**src/hdl/min_max_ten_bin_histogram_macros.svh**
```systemverilog
// Assertion helpers for the histogram block
`ifndef MIN_MAX_TEN_BIN_HISTOGRAM_MACROS_SVH
`define MIN_MAX_TEN_BIN_HISTOGRAM_MACROS_SVH

`define MMH_ASSERT_IMPL(label, clk, rst_n, ante, cons) \
    label: assert property (@(posedge clk) disable iff (!rst_n) (ante) |-> (cons)) \
        else $error("assertion failed");

`define MMH_ASSERT_NEXT(label, clk, rst_n, ante, cons) \
    label: assert property (@(posedge clk) disable iff (!rst_n) (ante) |=> (cons)) \
        else $error("assertion failed");

`endif

```
**src/hdl/mmh_pkg.sv**
```systemverilog
package mmh_pkg;
    localparam int SAMPLE_DEPTH = 4096;
    localparam int ADDR_W = $clog2(SAMPLE_DEPTH);
    localparam int CNT_W = 13;
    localparam int NUM_BINS = 10;
    localparam int BIN_W = 4;
    localparam int PCT_W = 7;
    localparam logic signed [31:0] INVALID_MARK = -32'sd65536;
    localparam logic [PCT_W-1:0] PCT_FULL = 7'd100;
    localparam int QDEPTH = 4;
    localparam int QPTR_W = $clog2(QDEPTH);
    // ceil(2^23/10): (x*RECIP10)>>23 is exactly floor(x/10) for x < 2^20
    localparam logic [19:0] RECIP10 = 20'd838861;
    localparam int RECIP10_SH = 23;

    // load request passed from front to back
    typedef struct packed {
        logic signed [31:0] sample;
        logic               last;
        logic               drop;
    } t_req;
endpackage

```
**src/hdl/mmh_front.sv**
```systemverilog
module mmh_front
    import mmh_pkg::*;
(
    input  logic               i_clk,
    input  logic               i_rst_n,
    input  logic               i_valid,
    output logic               o_stall,
    input  logic signed [31:0] i_sample,
    input  logic               i_last_sample,
    output logic               o_q_valid,
    input  logic               i_q_pop,
    output t_req               o_q_data
);
    t_req              r_q [QDEPTH];
    logic [QPTR_W-1:0] r_wr, r_rd;
    logic [QPTR_W:0]   r_fill;
    logic [CNT_W-1:0]  r_cnt;
    logic              push;
    t_req              req;

    assign o_stall   = (r_fill == (QPTR_W+1)'(QDEPTH));
    assign push      = i_valid && !o_stall;
    assign o_q_valid = (r_fill != '0);
    assign o_q_data  = r_q[r_rd];

    // front tracks store occupancy to classify drops
    always_comb begin
        req.sample = i_sample;
        req.last   = i_last_sample;
        req.drop   = (r_cnt == CNT_W'(SAMPLE_DEPTH));
    end

    always_ff @(posedge i_clk) begin
        if (push) begin
            r_q[r_wr] <= req;
        end
        if (!i_rst_n) begin
            r_wr <= '0;
            r_rd <= '0;
            r_fill <= '0;
            r_cnt <= '0;
        end else begin
            if (push) begin
                r_wr <= r_wr + 1'b1;
                if (i_last_sample) begin
                    r_cnt <= '0;
                end else if (!req.drop) begin
                    r_cnt <= r_cnt + 1'b1;
                end
            end
            if (i_q_pop) begin
                r_rd <= r_rd + 1'b1;
            end
            r_fill <= r_fill + (QPTR_W+1)'(push) - (QPTR_W+1)'(i_q_pop);
        end
    end
endmodule

```
**config.mk**
```make
export PLATFORM = sky130hd
export DESIGN_NAME = mmh_front
export DESIGN_NICKNAME = d
export VERILOG_FILES = /design/src/hdl/min_max_ten_bin_histogram_macros.svh /design/src/hdl/mmh_pkg.sv /design/src/hdl/mmh_front.sv
export SDC_FILE = /design/constraint.sdc
export NUM_CORES = 1
export LEC_CHECK = 0
export ABC_AREA = 0
export ABC_CLOCK_PERIOD_IN_PS = 2700
export BUFFER_PORTS_ARGS = -buffer_cell sky130_fd_sc_hd__buf_2
export CORE_UTILIZATION = 55
export DETAILED_ROUTE_END_ITERATION = 6
export GPL_TIMING_DRIVEN = 0
export PLACE_DENSITY = 0.8
export SETUP_SLACK_MARGIN = 0.2
export SLEW_MARGIN = 10
export SYNTH_ARGS = -nofsm -noshare
export SYNTH_HDL_FRONTEND = slang
export SYNTH_SLANG_ARGS = --single-unit
```
**constraint.sdc**
```tcl
create_clock -name i_clk -period 2.7 [get_ports i_clk]
set_input_delay 0.135 -clock i_clk [delete_from_list [all_inputs] [get_ports i_clk]]
set_output_delay 0.135 -clock i_clk [all_outputs]
set_load 0.05 [all_outputs]
```
# ---- Yosys cells after proc, flatten, opt, wreduce, memory -nomap -nowiden
# Memories as Yosys holds them, arrays and structs flattened. A register that Yosys moved wholly into a read port is not among the register bits.
# Cells that the tools add are included.
dict set report word_totals {
  out_inout_bits 36
  elab_cells 23
  mem_bits_rw 136
  in_bits 37
  register_bits 20
  mem_count 1
}
# name words width rd rd_clocked_by_memory_dff write_ports line
set mem_list {}
lappend mem_list {r_q 4 34 1 1 1 mmh_front.sv:14} ;# t_req r_q [QDEPTH];
dict set report op_classes {
  eq_ne 3
  n_addsub 5
  muxes 6
  reduce_logical 4
}
# op count
set ops {}
lappend ops {{$mux W13} 2}
lappend ops {{$add A13 B1 Y13 const B} 1}
lappend ops {{$eq A13 B13 Y1 const B} 1}
lappend ops {{$add A2 B1 Y2 const B} 2}
lappend ops {{$mux W2} 2}
lappend ops {{$add A3 B1 Y3} 1}
lappend ops {{$eq A3 B3 Y1 const B} 1}
lappend ops {{$reduce_bool A3 Y1} 1}
lappend ops {{$sub A3 B1 Y3} 1}
lappend ops {{$mux W1} 2}
lappend ops {{$ne A2 B2 Y1 const B} 1}
lappend ops {{$reduce_and A2 Y1} 1}
lappend ops {{$logic_and A1 B1 Y1} 1}
lappend ops {{$logic_not A1 Y1} 1}

# ---- Logic depth before layout (Yosys ltp)
dict set report logic_depth {
  ltp_word 5
  depth_mapped 13
  ltp_nobuf 12
}

# ---- Worst setup path after synthesis
# Ideal clock, no wire load.
dict set report synth_timing {
  path_kind {register to register}
  startpoint {reg r_fill[1]}
  endpoint {reg r_fill[2]}
  period_less_slack_ns 2.781
  slack_ns -0.081
  path_buffers 1
  path_stages_with_launch 14
  t_arrival_ns 2.653
  cell_sequence {dfxtp_1 > or3b_1 > inv_1 > nor2_1 > inv_2 > buf_2 > ha_1 > inv_1 > ha_1 > inv_1 > fa_1 > xor2_1 > xnor2_1 > nor2_1}
}
dict set report synth_via {
  elab_chain_len 5
}
# item line
set synth_rtl {}
lappend synth_rtl {{start: declaration} mmh_front.sv:16} ;# logic [QPTR_W:0] r_fill;
lappend synth_rtl {{start signal: assignment} mmh_front.sv:54} ;# r_fill <= r_fill + (QPTR_W+1)'(push) - (QPTR_W+1)'(i_q_pop);
lappend synth_rtl {{$eq A3 B3 Y1} mmh_front.sv:21} ;# assign o_stall = (r_fill == (QPTR_W+1)'(QDEPTH));
lappend synth_rtl {{named net o_stall} mmh_front.sv:7} ;# output logic o_stall,
lappend synth_rtl {{$logic_not A1 Y1} mmh_front.sv:22} ;# assign push = i_valid && !o_stall;
lappend synth_rtl {{$logic_and A1 B1 Y1} mmh_front.sv:22}
lappend synth_rtl {{$add A3 B1 Y3} mmh_front.sv:54}
lappend synth_rtl {{$sub A3 B1 Y3} mmh_front.sv:54}
# The timed path passes the listed nets, and every way through them passes these cells.
# A chain may end at the register's enable or synchronous reset.

# ---- Final worst setup path
dict set report layout_timing {
  startpoint {reg r_fill[1]}
  endpoint {reg r_fill[2]}
}
dict set report layout_via {
  elab_chain_len 5
}
# item line
set layout_rtl {}
lappend layout_rtl {{$eq A3 B3 Y1} mmh_front.sv:21}
lappend layout_rtl {{$logic_not A1 Y1} mmh_front.sv:22}
lappend layout_rtl {{$logic_and A1 B1 Y1} mmh_front.sv:22}
lappend layout_rtl {{$add A3 B1 Y3 (*)} mmh_front.sv:54}
lappend layout_rtl {{$sub A3 B1 Y3 (*)} mmh_front.sv:54}
# Every way passes the cells marked *; elsewhere a longest branch is shown, timed or not.

==> results.py <==
metrics = {
    "status": {
        "status": "complete, no violations",
    },
    "critical_path": {
        "crit_family": "adder cells",
        "slowest_delay_ns": 0.43,
        "slowest_stage": "or3b_4",
        "cp.required_ns": 3.10,
        "path_max_fanout": 5,
        "worstPathArrival_ns": 2.78,
        "crit_chain": "or3b_4 -> clkinvlp_4 -> nor2_4 -> inv_2 -> buf_6 -> ha_4 -> inv_1 -> ha_2 -> inv_2 -> fa_2 -> xor2_2 -> xnor2_1 -> nor2_1",
        "startpoint_type": "flip-flop",
        "end_kind": "flip-flop",
        "cp_num_buf_inv": 5,
        "path_depth": 13,
        "critical_path_class": "flip-flop to flip-flop",
        "cp_common_cell": "inv_2",
        "r2r_cells": 13,
    },
    "yosys": {
        "ys.flop_type": "edfxtp_1",
        "async_flop_share_pct": 0,
        "yosysTopAreaCell": "edfxtp_1",
        "syn_nets": 370,
        "yosysMostFrequentCell": "edfxtp_1",
        "yosysSeqAreaShare_pct": 73.7,
        "synth-seq-cells": 158,
        "synthTopCellsByArea": "edfxtp_1 (67%), mux4_2 (12%), dfxtp_1 (7.2%)",
        "netlist_area_sq_mm": 0.00614,
        "synth_cell_types": 46,
        "synth.top_cell.area_share_pct": 66.5,
        "synthCells": 324,
        "ys_top_cells_by_count": "edfxtp_1 (136), mux4_2 (34), dfxtp_1 (22)",
        "avgSynthCellArea_sq_um": 18.9,
        "synth_edf_count": 136,
        "ys_warn_count": 0,
    },
    "run": {
        "cap_violations": 0,
    },
    "grt": {
        "track_usage_pct": 22.9,
        "grt_pass1_vias": 3564,
        "grt-ovfl-total": 0,
        "grt_max_degree": 24,
        "grt_antenna_before_repair": 0,
        "grt_pass1_wl_um": 18600,
    },
    "power": {
        "power.leakage_nw": 2.77,
        "power.density_mw_per_mm2": 885,
        "ir_drop_uv": 617,
    },
    "die": {
        "die_width_um": 108,
        "std_cell_rows": 38,
        "initial_core_util_pct": 56.6,
        "dieArea_sq_mm": 0.0116,
        "ios": 73,
        "dieHeight_um": 108,
        "core_area_sq_mm": 0.0108,
    },
    "sta": {
        "fmax_mhz": 419,
        "tightest_slew_ns": 0.561,
        "final.setup.tns_ns": 0,
        "rsz0062_at_grt": "false",
        "drv_slew": 0,
        "setup_viol": 0,
        "whs_ns": 0.0819,
        "min_period_ns": 2.39,
        "period_share_pct": 88.4,
        "hold_viol": 0,
        "max-slew-margin-rel_pct": 62.4,
        "finClkSkew_ns": 0.00642,
    },
    "final_layout": {
        "layout.nets": 507,
        "area_growth_pct": 28.3,
        "drive_gt1_share_pct": 37.3,
        "diodes": 0,
    },
    "route": {
        "detail-route-antenna-nets": 0,
        "firstDrtPassIters": 4,
        "wirelength_um": 12100,
        "drc_errors": 0,
        "viasPerCell": 5.73,
        "routedWlPerCell_um": 19.8,
        "vias": 3519,
        "drtIter0Drc": 249,
    },
    "hold_path": {
        "whs_path_depth": 5,
        "hp-class": "primary input to flip-flop",
    },
    "cts": {
        "root_buffer": "clkbuf_8",
        "cts_tree": "done",
        "clkTransAtPathRegs_ns": 0.06,
        "h-tree-depth": 4,
        "cts.sink_count": 158,
        "cts_buffer_depth": 2,
        "cts_inserted_buffers": 17,
        "worstSkewPairLatency_ns": 0.53,
    },
    "place": {
        "hpwl_um": 7370,
        "gpl.final_weighted_congestion": 0.881,
        "portBuffers": 72,
    },
}
==> path summary, 6_finish.rpt <==
path                            slack [ns]         to      start
worst max-delay path                  0.31  r_fill[2]  r_fill[1]
worst min-delay path                  0.08    r_wr[1]    i_valid
worst max register to register        0.31  r_fill[2]  r_fill[1]
worst min register to register        0.51    r_wr[1]    r_wr[1]
==> metrics by stage <==
stage / area, sq um / setup slack, ns / utilization (%) / power (W) / std cells
global placement: 6720 / 0.245 / 61.9 / 0.00428 / 536
floorplan: 6180 / 0.208 / - / 0.00399 / 324
detailed placement: 6820 / 0.160 / 62.9 / 0.00435 / 540
finish: 7880 / 0.314 / 72.7 / 0.00697 / 614
global route: 7880 / 0.209 / 72.7 / 0.00721 / 614
CTS: 7830 / 0.241 / 72.2 / 0.00697 / 609
==> tightest hold or removal path, cell delays in order <==
cell	delay [ns]
buf_2	0.12
inv_1	0.14
nor2_4	0.06
nand2_1	0.06
a21oi_1	0.05
==> power by group <==
part | internal (W) | switching (W) | leakage (nW)
registers | 0.00292 | 0.0000777 | 1.43
clock network | 0.00167 | 0.000892 | 0.307
logic | 0.000485 | 0.000928 | 1.03
total | 0.00508 | 0.00190 | 2.77
==> per-layer routing <==
metal / part of all wire (%) / vias up / global-route usage [%]
li1: - / 1609 / -
met1: 40 / 1769 / 26.9
met2: 53 / 127 / 39.1
met3: 5.1 / 14 / 6.96
met4: 1.6 / 0 / 9.69
met5: 0 / - / 0
==> area by class of cell <==
cell class,count,area [sq um]
Buffer,16,95.1
Fill cell,631,2960
Clock buffer,17,414
Sequential cell,158,4530
Timing Repair Buffer,118,858
Clock inverter,15,224
Multi-Input combinational cell,139,1540
Tap cell,140,175
Inverter,11,45.0
==> state kept, by name (all words and copies together), names as in the netlist, named ones only <==
| name | count |
|---|---|
| r_cnt | 13 |
| r_rd | 2 |
| r_fill | 3 |
| r_q | 136 |
| r_wr | 2 |
==> layout by cell type, fill, tap and decap left out, types with 5 or more instances in the layout <==
master,n
edfxtp_1,136
buf_2,74
dlygate4sd3_1,35
mux4_2,34
dfxtp_1,20
clkbuf_16,16
buf_4,12
nand3_1,10
nand2_1,8
nor2_1,8
inv_1,7
a21oi_1,7
o21ai_0,6
ha_1,6
clkinv_1,6
bufinv_16,6
clkbuf_2,5
o31ai_1,5
==> kinds of logic (layout without fill, tap and decap cells) <==
logic type	after synthesis	count (layout)	share of synthesized area, %
DFF	158	158	73.7
AOI/OAI and AO/OA	35	35	4.02
xor gates and xnor gates	5	5	0.713
buffers and inverters	27	177	1.92
muxes	34	34	12.5
adders and majority gates	9	9	1.96
and+or+nand+nor	56	56	5.24
==> what timing repair did <==
| action | 4_1_cts | 5_1_grt |
|---|---|---|
| gates resized for setup | 7 | 2 |
| endpoints found under the setup margin | 31 | 1 |
| pin swaps | 0 | 4 |
| cloned | 0 | 0 |
| endpoints found under the hold margin | 139 | 0 |
| setup buffers | 2 | 5 |
| hold buffers | 35 | 0 |
Power figures use the tool's default switching activity.
